**config.mk**
```make
export PLATFORM = sky130hd
export DESIGN_NAME = atf_sqrt
export DESIGN_NICKNAME = d
export VERILOG_FILES = /design/src/accel_tilt_and_fall_detect_macros.svh /design/src/atf_pkg.sv /design/src/atf_sqrt.sv
export SDC_FILE = /design/constraint.sdc
export NUM_CORES = 2
export LEC_CHECK = 0
export BUFFER_PORTS_ARGS = -buffer_cell sky130_fd_sc_hd__clkbuf_2
export CORE_MARGIN = 1
export CORE_UTILIZATION = 35
export DETAILED_ROUTE_END_ITERATION = 6
export PLACE_DENSITY = 0.54
export SLEW_MARGIN = 30
export SYNTH_ARGS = -nofsm -noshare
export SYNTH_HDL_FRONTEND = slang
export SYNTH_SLANG_ARGS = --single-unit
```
**constraint.sdc**
```tcl
create_clock -name clk_i -period 4.25 [get_ports clk_i]
set_input_delay 0.85 -clock clk_i [delete_from_list [all_inputs] [get_ports clk_i]]
set_output_delay 0.85 -clock clk_i [all_outputs]
set_load 0.01 [all_outputs]
```
**src/accel_tilt_and_fall_detect_macros.svh**
```systemverilog
// Assertion macros shared by the tilt and fall detector RTL.
// Clock clk_i and active-low reset rst_ni are assumed in the calling scope.
`ifndef ACCEL_TILT_AND_FALL_DETECT_MACROS_SVH
`define ACCEL_TILT_AND_FALL_DETECT_MACROS_SVH

// Generic clocked assertion, disabled while in reset
`define ATF_ASSERT(lbl, prop, msg) \
  lbl: assert property (@(posedge clk_i) disable iff (!rst_ni) prop) else $error(msg);

// Property that must hold whenever a result is presented
`define ATF_ASSERT_ON_OUT(lbl, prop, msg) \
  `ATF_ASSERT(lbl, out_valid_o |-> (prop), msg)

`endif

```
**src/atf_pkg.sv**
```systemverilog
// Shared constants, types and the arctangent table for the tilt/fall detector.
// No dependencies.
`default_nettype none
package atf_pkg;

  localparam int CORDIC_STAGES  = 16;
  localparam int ATAN_TABLE_LEN = 24;
  localparam int CORDIC_USED    = (CORDIC_STAGES < ATAN_TABLE_LEN) ? CORDIC_STAGES
                                                                    : ATAN_TABLE_LEN;

  localparam int SQRT_IN_W   = 60;             // 32-bit sum shifted up by 28
  localparam int SQRT_STAGES = SQRT_IN_W / 2;
  localparam int ROOT_W      = SQRT_IN_W / 2;  // root in Q14
  localparam int CW          = 34;             // CORDIC x/y width
  localparam int ZW          = 24;             // CORDIC angle accumulator width
  localparam int LAT         = 2 + SQRT_STAGES + CORDIC_USED + 1;

  localparam logic [15:0] FALL_LOW_RST  = 16'd1253;
  localparam logic [15:0] FALL_HIGH_RST = 16'd10440;
  localparam logic [15:0] ANGLE_MAX     = 16'd9000;

  typedef enum logic [0:0] {
    CFG_FALL_LOW  = 1'b0,
    CFG_FALL_HIGH = 1'b1
  } cfg_idx_e;

  // atan(2^-i) in centidegrees, Q8
  function automatic logic [ZW-1:0] atan_q8(input int i);
    logic [ZW-1:0] v;
    case (i)
      0:  v = ZW'(1152000);
      1:  v = ZW'(680065);
      2:  v = ZW'(359328);
      3:  v = ZW'(182400);
      4:  v = ZW'(91554);
      5:  v = ZW'(45822);
      6:  v = ZW'(22916);
      7:  v = ZW'(11459);
      8:  v = ZW'(5730);
      9:  v = ZW'(2865);
      10: v = ZW'(1432);
      11: v = ZW'(716);
      12: v = ZW'(358);
      13: v = ZW'(179);
      14: v = ZW'(90);
      15: v = ZW'(45);
      16: v = ZW'(22);
      17: v = ZW'(11);
      18: v = ZW'(6);
      19: v = ZW'(3);
      20: v = ZW'(1);
      21: v = ZW'(1);
      default: v = '0;
    endcase
    return v;
  endfunction

endpackage
`default_nettype wire

```
**src/atf_sqrt.sv**
```systemverilog
// Pipelined digit-by-digit square root: floor(sqrt(s * 2^28)), one root bit per stage.
// Depends on atf_pkg.
`default_nettype none
module atf_sqrt (
  input  wire logic                      clk_i,
  input  wire logic                      en_i,
  input  wire logic [31:0]               sum_i,
  output logic      [atf_pkg::ROOT_W-1:0] root_o
);

  logic [atf_pkg::SQRT_IN_W-1:0] rem_q [atf_pkg::SQRT_STAGES];
  logic [atf_pkg::SQRT_IN_W-1:0] res_q [atf_pkg::SQRT_STAGES];

  for (genvar k = 0; k < atf_pkg::SQRT_STAGES; k++) begin : g_stage
    localparam logic [atf_pkg::SQRT_IN_W-1:0] BIT =
      atf_pkg::SQRT_IN_W'(1) << (atf_pkg::SQRT_IN_W - 2 - 2 * k);
    logic [atf_pkg::SQRT_IN_W-1:0] rem_in, res_in, trial, rem_d, res_d;

    if (k == 0) begin : g_first
      assign rem_in = {sum_i, 28'd0};
      assign res_in = '0;
    end else begin : g_next
      assign rem_in = rem_q[k-1];
      assign res_in = res_q[k-1];
    end

    always_comb begin
      trial = res_in + BIT;
      if (rem_in >= trial) begin
        rem_d = rem_in - trial;
        res_d = (res_in >> 1) + BIT;
      end else begin
        rem_d = rem_in;
        res_d = res_in >> 1;
      end
    end

    always_ff @(posedge clk_i) begin
      if (en_i) begin
        rem_q[k] <= rem_d;
        res_q[k] <= res_d;
      end
    end
  end

  assign root_o = res_q[atf_pkg::SQRT_STAGES-1][atf_pkg::ROOT_W-1:0];

endmodule
`default_nettype wire

```
==> key figures <==
Setup path
  • Worst path cell trace: ha_1 -> fa_1 -> a21oi_1 -> o21ai_0 -> nand4_1 -> a21oi_1 -> or2_2 -> o21a_1 -> a2111oi_0 -> buf_4 -> nand3_1 -> xnor2_1
  • Critical path required time: 4790 ps
  • Worst path max stage delay: 710 ps
  • CP max-delay cell: a2111oi_0
  • Crit path DAT: 4520 ps
  • CP Buf/Inv Count: 1
  • Worst-path maximum fanout: 5
  • CP dominant cell by count: a21oi_1
  • Endpoint class of the critical path: flip-flop
  • Setup CP Type: flip-flop to flip-flop
  • Cell family with most CP delay: compound AO/OA/AOI/OAI gates
  • Startpoint types: flip-flop

Power and ir drop
  • Leak Pwr: 35.4 nW
  • Net Sw Frac: 0.307
  • P_int: 33.5 mW
  • Pwr Total: 48.3 mW
  • Maximum VDD drop: 0.343 mV
  • Combinational Power Share: 0.235
  • Sequential share of power: 0.451
  • P_sw: 14.8 mW
  • Pwr Density: 517 nW/um^2
  • Clock group share of total power: 0.314

Logic synthesis
  • Predominant post-synthesis flop cell: edfxtp_1
  • Count of flip-flops with a built-in enable after synthesis: 1562
  • Post-Synth Simple-Gate Area: 0.127
  • Post-Synth XOR/XNOR Area: 0.0764
  • Syn nets: 7741
  • Synth Warn #: 0
  • Post-synthesis adder-cell area fraction: 0.0734
  • Mux contribution to synthesized area: 0.00850
  • Post-synthesis sequential area ratio: 0.565
  • Cells after Synth: 7228
  • Async S/R FF share, synth: 0
  • Synthesis-stage register bit count: 1562
  • Distinct cells, synth: 103
  • Post-synthesis compound-gate area fraction: 0.115
  • Post-Syn Area per Cell: 11.5 um^2
  • Mapped Area: 83000 um^2
  • Main combinational cell family by area after synthesis: simple AND/OR/NAND/NOR gates

Route
  • TritonRoute pass-1 iters: 6
  • Iteration-0 DRC Markers: 3398
  • DRC Markers: 0
  • Final ANT Viol Nets: 0
  • Vias per cell: 5.08
  • Routed vias: 54400
  • Drt wl/cell: 17.2 um
  • Final wirelength: 184000 um

Run
  • Max-cap violations: 0

Timing
  • Final setup fails: 0
  • Clock Skews: 76.6 ps
  • Slew @ Worst Pin: 973 ps
  • Unrepaired setup endpoints after global routing: false
  • Setup TNS: 0 ps
  • Minimum clock period: 3980 ps
  • Hold Vio Cnt, Final: 0
  • Final worst slack: 265 ps
  • Max Clock Freq: 0.251 GHz
  • Fin. max-slew vios: 0
  • Relative slew margins: 0.345
  • Hold slack: 172 ps
  • Final Cycle Share: 0.938

Floorplan
  • Die area: 239000 um^2
  • Row count: 178
  • I/O pins: 64
  • Core Box Area: 235000 um^2
  • Die H: 489 um
  • Initial Util: 0.353
  • Die X: 489 um

Clocking
  • Root Driver: clkbuf_16
  • CTS tree: built
  • # clock sinks: 1562
  • CTS clk-pin slew, worst paths: 60 ps
  • Post-CTS Repair Setup Buffers: 0
  • CTS buffer count: 175
  • Clock Latency Late Sink: 860 ps
  • H-tree depth: 4
  • Clk buf depth: 3
  • Post-CTS Hold Buffers: 0

Global route
  • First-pass GRT wire length: 292000 um
  • Largest net degree at the start of global routing: 169
  • Vias in the first global route: 54500
  • Antenna violations before repair: 5
  • Remaining Overflow, GRT: 0
  • GRT Total Usage: 0.153

Final layout
  • # nets final: 7929
  • Most frequent cells in the layout: edfxtp_1, inv_1, nand2_1
  • Area grow syn2layout: 12.6%
  • Most common cell after layout, fill and taps aside: edfxtp_1
  • # fillers: 22300
  • Layout cells sized above 1: 0.0731

Placement
  • IO Port Bufs: 63
  • Routability Congestion: 0.883
  • Setup slack after placement: 256 ps
  • Detail Placement HPWL: 139000 um

Outcome
  • Status: complete, no violations

Hold path
  • Min-delay worst type: input pin to flip-flop
area by class of cell:
cell class / instances / area [um^2] / area share
inverters: 603 / 2260 / 0.0242
repair buffers: 160 / 1220 / 0.0131
multi-input cells: 4914 / 33300 / 0.356
clock buffers: 195 / 4450 / 0.0476
well taps: 3150 / 3940 / 0.0422
flip-flops and latches: 1562 / 46900 / 0.502
diodes: 3 / 7.51 / 0.0000803
clock inverters: 119 / 1370 / 0.0146
repair_timing:
item | in CTS | in global routing
resized for setup | 0 | 5
setup endpoints to repair | 0 | 13
endpoints found under the hold margin | 0 | 0
registers in the layout, indices dropped and copies added (netlist names):
register and count:
rem_q 1097, res_q 465
Yosys cell counts (all sizes together) (36+ instances only):
library cell	n	share of area
nand4	78	0.0059
a21o	167	0.015
o21bai	41	0.0037
nand3	117	0.0071
a211oi	67	0.0061
ha	466	0.070
inv	600	0.027
xnor2	353	0.037
clkbuf	117	0.0053
xor2	371	0.039
nor3	201	0.012
a31oi	37	0.0028
o21a	75	0.0068
mux2	52	0.0071
edfxtp	1562	0.56
nor2b	51	0.0038
o31ai	54	0.0049
nor2	524	0.024
o21ai	402	0.024
o211ai	46	0.0042
nor4	161	0.012
or4	48	0.0044
and3	37	0.0028
or3	72	0.0055
nand2	538	0.024
nand2b	96	0.0072
or2	36	0.0027
a21oi	474	0.029
path summary, 6_finish.rpt:
check | from | to | slack (ps) | cells after the start
max reg2reg | rem_q[1][490] | rem_q[1][594] | 270 | 12
min | sum_i[25] | rem_q[0][53] | 170 | 1
max | rem_q[1][490] | rem_q[1][594] | 270 | 12
min reg2reg | res_q[1][35] | res_q[1][94] | 430 | 0
per-stage QoR:
stage | area [um^2] | instances | utilization
after global routing | 93500 | 10700 | 0.397
after CTS | 93500 | 10700 | 0.397
after detailed placement | 87600 | 10400 | 0.372
after floorplan | 83000 | 7228 | -
final | 93500 | 10700 | 0.397
after global placement | 87600 | 10400 | 0.372
cell families (layout without fill, tap and decap cells):
group	after synthesis	count (layout)
AND/OR/NAND/NOR	2110	2110
flip-flops	1562	1562
AO/OA/AOI/OAI	1537	1537
buffers and inverters	752	1077
XOR/XNOR	724	724
adder cells (fa/ha/maj)	479	479
multiplexers	64	64
other	0	3
power groups by stage:
stage,Combinational (mW),Clock (mW),Sequential [mW]
2_1_floorplan,8.45,0,21.2
4_1_cts,11.3,15.7,21.8
5_1_grt,12.7,16.2,22.0
6_report,11.4,15.2,21.8
3_3_place_gp,11.1,0,22.1
3_5_place_dp,11.2,0,22.1
per-layer routing:
| layer | up-vias | global-route usage | part of all wire |
|---|---|---|---|
| li1 | 27000 | - | - |
| met1 | 25900 | 0.182 | 0.42 |
| met2 | 1096 | 0.275 | 0.50 |
| met3 | 415 | 0.0209 | 0.037 |
| met4 | 0 | 0.0615 | 0.036 |
| met5 | - | 0 | 0 |
Note: power is estimated with default switching activity, not from simulation.
