--- src/accel_tilt_and_fall_detect_macros.svh ---
// Assertion macros shared by the tilt and fall detector RTL.
// Clock clk_i and active-low reset rst_ni are assumed in the calling scope.
`ifndef ACCEL_TILT_AND_FALL_DETECT_MACROS_SVH
`define ACCEL_TILT_AND_FALL_DETECT_MACROS_SVH

// Generic clocked assertion, disabled while in reset
`define ATF_ASSERT(lbl, prop, msg) \
  lbl: assert property (@(posedge clk_i) disable iff (!rst_ni) prop) else $error(msg);

// Property that must hold whenever a result is presented
`define ATF_ASSERT_ON_OUT(lbl, prop, msg) \
  `ATF_ASSERT(lbl, out_valid_o |-> (prop), msg)

`endif

--- src/atf_pkg.sv ---
// Shared constants, types and the arctangent table for the tilt/fall detector.
// No dependencies.
`default_nettype none
package atf_pkg;

  localparam int CORDIC_STAGES  = 16;
  localparam int ATAN_TABLE_LEN = 24;
  localparam int CORDIC_USED    = (CORDIC_STAGES < ATAN_TABLE_LEN) ? CORDIC_STAGES
                                                                    : ATAN_TABLE_LEN;

  localparam int SQRT_IN_W   = 60;             // 32-bit sum shifted up by 28
  localparam int SQRT_STAGES = SQRT_IN_W / 2;
  localparam int ROOT_W      = SQRT_IN_W / 2;  // root in Q14
  localparam int CW          = 34;             // CORDIC x/y width
  localparam int ZW          = 24;             // CORDIC angle accumulator width
  localparam int LAT         = 2 + SQRT_STAGES + CORDIC_USED + 1;

  localparam logic [15:0] FALL_LOW_RST  = 16'd1253;
  localparam logic [15:0] FALL_HIGH_RST = 16'd10440;
  localparam logic [15:0] ANGLE_MAX     = 16'd9000;

  typedef enum logic [0:0] {
    CFG_FALL_LOW  = 1'b0,
    CFG_FALL_HIGH = 1'b1
  } cfg_idx_e;

  // atan(2^-i) in centidegrees, Q8
  function automatic logic [ZW-1:0] atan_q8(input int i);
    logic [ZW-1:0] v;
    case (i)
      0:  v = ZW'(1152000);
      1:  v = ZW'(680065);
      2:  v = ZW'(359328);
      3:  v = ZW'(182400);
      4:  v = ZW'(91554);
      5:  v = ZW'(45822);
      6:  v = ZW'(22916);
      7:  v = ZW'(11459);
      8:  v = ZW'(5730);
      9:  v = ZW'(2865);
      10: v = ZW'(1432);
      11: v = ZW'(716);
      12: v = ZW'(358);
      13: v = ZW'(179);
      14: v = ZW'(90);
      15: v = ZW'(45);
      16: v = ZW'(22);
      17: v = ZW'(11);
      18: v = ZW'(6);
      19: v = ZW'(3);
      20: v = ZW'(1);
      21: v = ZW'(1);
      default: v = '0;
    endcase
    return v;
  endfunction

endpackage
`default_nettype wire

--- src/atf_cordic.sv ---
// Pipelined vectoring CORDIC: atan2(num, den) in centidegrees, rounded and clamped.
// Depends on atf_pkg.
`default_nettype none
module atf_cordic (
  input  wire logic                       clk_i,
  input  wire logic                       en_i,
  input  wire logic [atf_pkg::ROOT_W-1:0] den_i,
  input  wire logic signed [15:0]         num_i,
  output logic signed [14:0]              angle_o
);

  localparam int N = atf_pkg::CORDIC_USED;

  logic signed [atf_pkg::CW-1:0] x_q [N];
  logic signed [atf_pkg::CW-1:0] y_q [N];
  logic signed [atf_pkg::ZW-1:0] z_q [N];
  logic signed [14:0]            angle_q;

  for (genvar i = 0; i < N; i++) begin : g_stage
    logic signed [atf_pkg::CW-1:0] x_in, y_in, dx, dy, x_d, y_d;
    logic signed [atf_pkg::ZW-1:0] z_in, z_d;

    if (i == 0) begin : g_first
      assign x_in = $signed({{(atf_pkg::CW - atf_pkg::ROOT_W){1'b0}}, den_i});
      assign y_in = $signed({{(atf_pkg::CW - 16){num_i[15]}}, num_i}) <<< 14;
      assign z_in = '0;
    end else begin : g_next
      assign x_in = x_q[i-1];
      assign y_in = y_q[i-1];
      assign z_in = z_q[i-1];
    end

    always_comb begin
      dx = y_in >>> i;
      dy = x_in >>> i;
      if (!y_in[atf_pkg::CW-1]) begin
        x_d = x_in + dx;
        y_d = y_in - dy;
        z_d = z_in + $signed(atf_pkg::atan_q8(i));
      end else begin
        x_d = x_in - dx;
        y_d = y_in + dy;
        z_d = z_in - $signed(atf_pkg::atan_q8(i));
      end
    end

    always_ff @(posedge clk_i) begin
      if (en_i) begin
        x_q[i] <= x_d;
        y_q[i] <= y_d;
        z_q[i] <= z_d;
      end
    end
  end

  // round |z|/256 half away from zero, clamp to ninety degrees
  logic [atf_pkg::ZW-1:0] zabs;
  logic [atf_pkg::ZW-1:0] zrnd;
  logic [15:0]            mag;
  logic signed [14:0]     angle_d;

  always_comb begin
    zabs = z_q[N-1][atf_pkg::ZW-1] ? atf_pkg::ZW'(-z_q[N-1]) : atf_pkg::ZW'(z_q[N-1]);
    zrnd = (zabs + atf_pkg::ZW'(128)) >> 8;
    mag  = (zrnd > atf_pkg::ZW'(atf_pkg::ANGLE_MAX)) ? atf_pkg::ANGLE_MAX : zrnd[15:0];
    angle_d = z_q[N-1][atf_pkg::ZW-1] ? -$signed(mag[14:0]) : $signed(mag[14:0]);
  end

  always_ff @(posedge clk_i) begin
    if (en_i) begin
      angle_q <= angle_d;
    end
  end

  assign angle_o = angle_q;

endmodule
`default_nettype wire

--- config.mk ---
export PLATFORM = sky130hd
export DESIGN_NAME = atf_cordic
export DESIGN_NICKNAME = d
export VERILOG_FILES = /design/src/accel_tilt_and_fall_detect_macros.svh /design/src/atf_pkg.sv /design/src/atf_cordic.sv
export SDC_FILE = /design/constraint.sdc
export NUM_CORES = 2
export LEC_CHECK = 0
export BUFFER_PORTS_ARGS = -buffer_cell sky130_fd_sc_hd__buf_4
export CAP_MARGIN = 10
export CORE_AREA = 2 2 563 565
export CTS_CLUSTER_SIZE = 12
export DETAILED_ROUTE_END_ITERATION = 7
export DIE_AREA = 0 0 565 567
export HOLD_SLACK_MARGIN = 0.12
export PLACE_DENSITY_LB_ADDON = 0.08
export SLEW_MARGIN = 20
export SYNTH_ARGS = -nofsm -noshare
export SYNTH_HDL_FRONTEND = slang
export SYNTH_SLANG_ARGS = --single-unit
--- constraint.sdc ---
create_clock -name clk_i -period 10.4 [get_ports clk_i]
set_clock_uncertainty 0.1 [all_clocks]
set_input_delay 1.56 -clock clk_i [delete_from_list [all_inputs] [get_ports clk_i]]
set_output_delay 1.56 -clock clk_i [all_outputs]
set_load 0.02 [all_outputs]
==> results.cfg <==
[yosys]
synth_mux_area_share_pct = 0.648
synth_area_leaders = edfxtp_1 35%, ha_1 14%, xnor2_1 9.0%
synth_flop_cell = edfxtp_1
ys_seq_area_share_pct = 34.9
synth_area_sq_um = 109000
synth-simple-area-share_pct = 14.2
synth_warnings = 0
yosys.area_share.adder_pct = 15.1
ys_ff_latch = 1274
syn_nets = 12900
synth_top_cell_area_share_pct = 34.9
synthXorXnorAreaFrac_pct = 13.6
synthArstFlopShare_pct = 0
synth_cells = 11600
synth_most_common_cell = edfxtp_1
synth_top_family_by_area = compound AO/OA/AOI/OAI gates
syn_avg_cell_area_sq_um = 9.46
synth_cell_types = 106
synth_edf_count = 1274
synth.top_cells.by_count = 1274 x edfxtp_1, 1253 x ha_1, 1213 x a21oi_1, 1205 x nor2_1, 1125 x xnor2_1
synth_compound_area_share_pct = 18.9
synth_largest_area_cell = edfxtp_1

[worst_setup_path]
reg2reg_setup_slack_ns = 4.24
critPathKind = reg2reg
slowest_stage = nor4_1
cp-start-kind = flip-flop
r2r-end = y_q[1][101]
critPathArrivalTime_ns = 6.61
crit_start = x_q[1][47]
r2r_cells = 17
cp_cell_sequence = or3_1, or3_1, nor3_2, nand2_1, nor4_1, nor3b_1, nor2_1, xor2_1, ha_1, nand3_1, or4_1, a31oi_1, nand4_1, a31oi_1, a21o_1, a21oi_1, xnor2_1
endpoint_kind = flip-flop
timing.rr.start = x_q[1][47]
worst_path_largest_cell_delay_ns = 0.68
critical_path.max_fanout = 6
worst-endpoint-required_ns = 10.85

[layout]
drive_gt1_share_pct = 4.52
nFillCells = 31200
design_area_sq_um = 121000
area_growth_pct = 10.1
nNetsFinal = 13000
fin_util_pct = 38.4

[floorplanning]
dieArea_sq_um = 320000
rows = 206
fp.dieW_um = 565
core_region_area_sq_um = 314000
initial_utilization_pct = 34.9
die_height_um = 567
ios = 63

[cts]
cts_resized = 0
cts_setup_buffers = 0
cts_max_level = 4
worstSkewPairLatency_ns = 0.86
cts_root_buffer = clkbuf_16
cts_tree = built
holdBufCountCts = 0
clk_path_buf_depth = 4
numCtsBuffers = 170
clock_sinks = 1274
cts.clk_slew.worst_paths_ns = 0.06

[placement]
dpl-instance-area_sq_um = 115000
port_buffers = 62
dp_hpwl_mm = 250
place.gp.congestion = 0.881

[grt]
grt_max_degree = 160
antenna_found_initial = 6
grt_first_pass_wirelength_mm = 483
grt.overflow.total = 0
track_usage_pct = 18.9
grt_pass1_vias = 82900

[drt]
drt_pass1_iterations = 6
finalWirelength_mm = 312
routed-via-count = 85700
viasPerCell = 5.37
ant_nets = 0
drt_iter0_drc = 5772
drc = 0
wl_per_cell_um = 19.6

[hold_path]
holdPathStages = 0
hold_path_end = z_q[0][78]
hp-start = z_q[0][54]
hp-class = reg2reg

[sta]
rsz0062_at_grt = false
worstMarginPinSlew_ns = 1.17
fin_crit_sh_pct = 59.2
tns_ns = 0
setup_viol_count_final = 0
hold_viol = 0
fin_crit_ns = 6.16
fmax_ghz = 0.162
final_max_slew_viol_count = 0
relSlewSlack_pct = 21.7
worst_hold_slack_ns = 0.315

[flow_run]
maxCapViolations = 0

[outcome]
status = finished, final reports clean
==> critical path: cells and delay by family, from the launching register on <==
kind	cells	cell delay, ns
flops	1	0.49
simple gates	10	3.41
xor+xnor	2	0.75
fa+ha+maj	1	0.36
compound gates	4	0.73
==> metrics by stage <==
stage | instances | worst slack [ns]
final | 16000 | 4.24
after global routing | 16000 | 3.83
after CTS | 16000 | 4.41
after detailed placement | 15700 | 4.43
after global placement | 15700 | 4.42
after floorplan | 11600 | 5.65
==> kinds of logic (layout without fill, tap and decap cells) <==
logic type | count (synthesis) | in the layout
fa+ha+maj | 1298 | 1298
compound gates | 3262 | 3262
flops | 1274 | 1274
buf+inv | 725 | 964
xor+xnor | 1702 | 1702
mux | 66 | 66
other cells | 0 | 2
simple gates | 3244 | 3244
==> final cells by class <==
| type | instances | area (sq um) | share of cell area, % |
|---|---|---|---|
| diodes | 2 | 5.00 | 0.00415 |
| clock buffers | 198 | 4440 | 3.69 |
| clock inverters | 109 | 1170 | 0.974 |
| inverters | 549 | 2060 | 1.71 |
| multi-input cells | 9572 | 68500 | 56.8 |
| flip-flops and latches | 1274 | 38300 | 31.7 |
| well taps | 4160 | 5200 | 4.32 |
| repair buffers | 108 | 923 | 0.766 |
==> how the worst max path moves through the flow <==
| stage | slack [ns] | end |
|---|---|---|
| finish | 4.24 | y_q[1][101] |
| global route | 3.83 | y_q[1][101] |
| CTS | 4.41 | y_q[1][101] |
| detailed placement | 4.43 | y_q[1][101] |
| global placement | 4.42 | y_q[1][101] |
| floorplan | 5.65 | x_q[1][168] |
==> flip-flops by register name (all words and copies together), names as in the netlist <==
| signal | count |
|---|---|
| x_q | 459 |
| y_q | 475 |
| angle_o | 15 |
| z_q | 325 |
==> layer usage <==
| layer | wire length [um] | track usage [%] | vias up |
|---|---|---|---|
| met5 | 0 | 0 | - |
| met4 | 6790 | 4.36 | 0 |
| met3 | 11200 | 1.92 | 322 |
| met2 | 148000 | 32.1 | 1433 |
| met1 | 147000 | 25.8 | 41200 |
| li1 | - | - | 42800 |
==> cell usage in the layout (no fill, tap or decap), drive strengths merged, types with 198 or more instances in the layout <==
master	instances
ha	1253
nor3	359
inv	562
edfxtp	1274
nor2	1205
nand2	554
xnor2	1127
o21ai	516
clkbuf	198
a21oi	1214
xor2	575
a21o	442
Power is left out: the tool's default activity adds up to more than one toggle a clock period on the data nets, which glitch-free logic cannot reach.
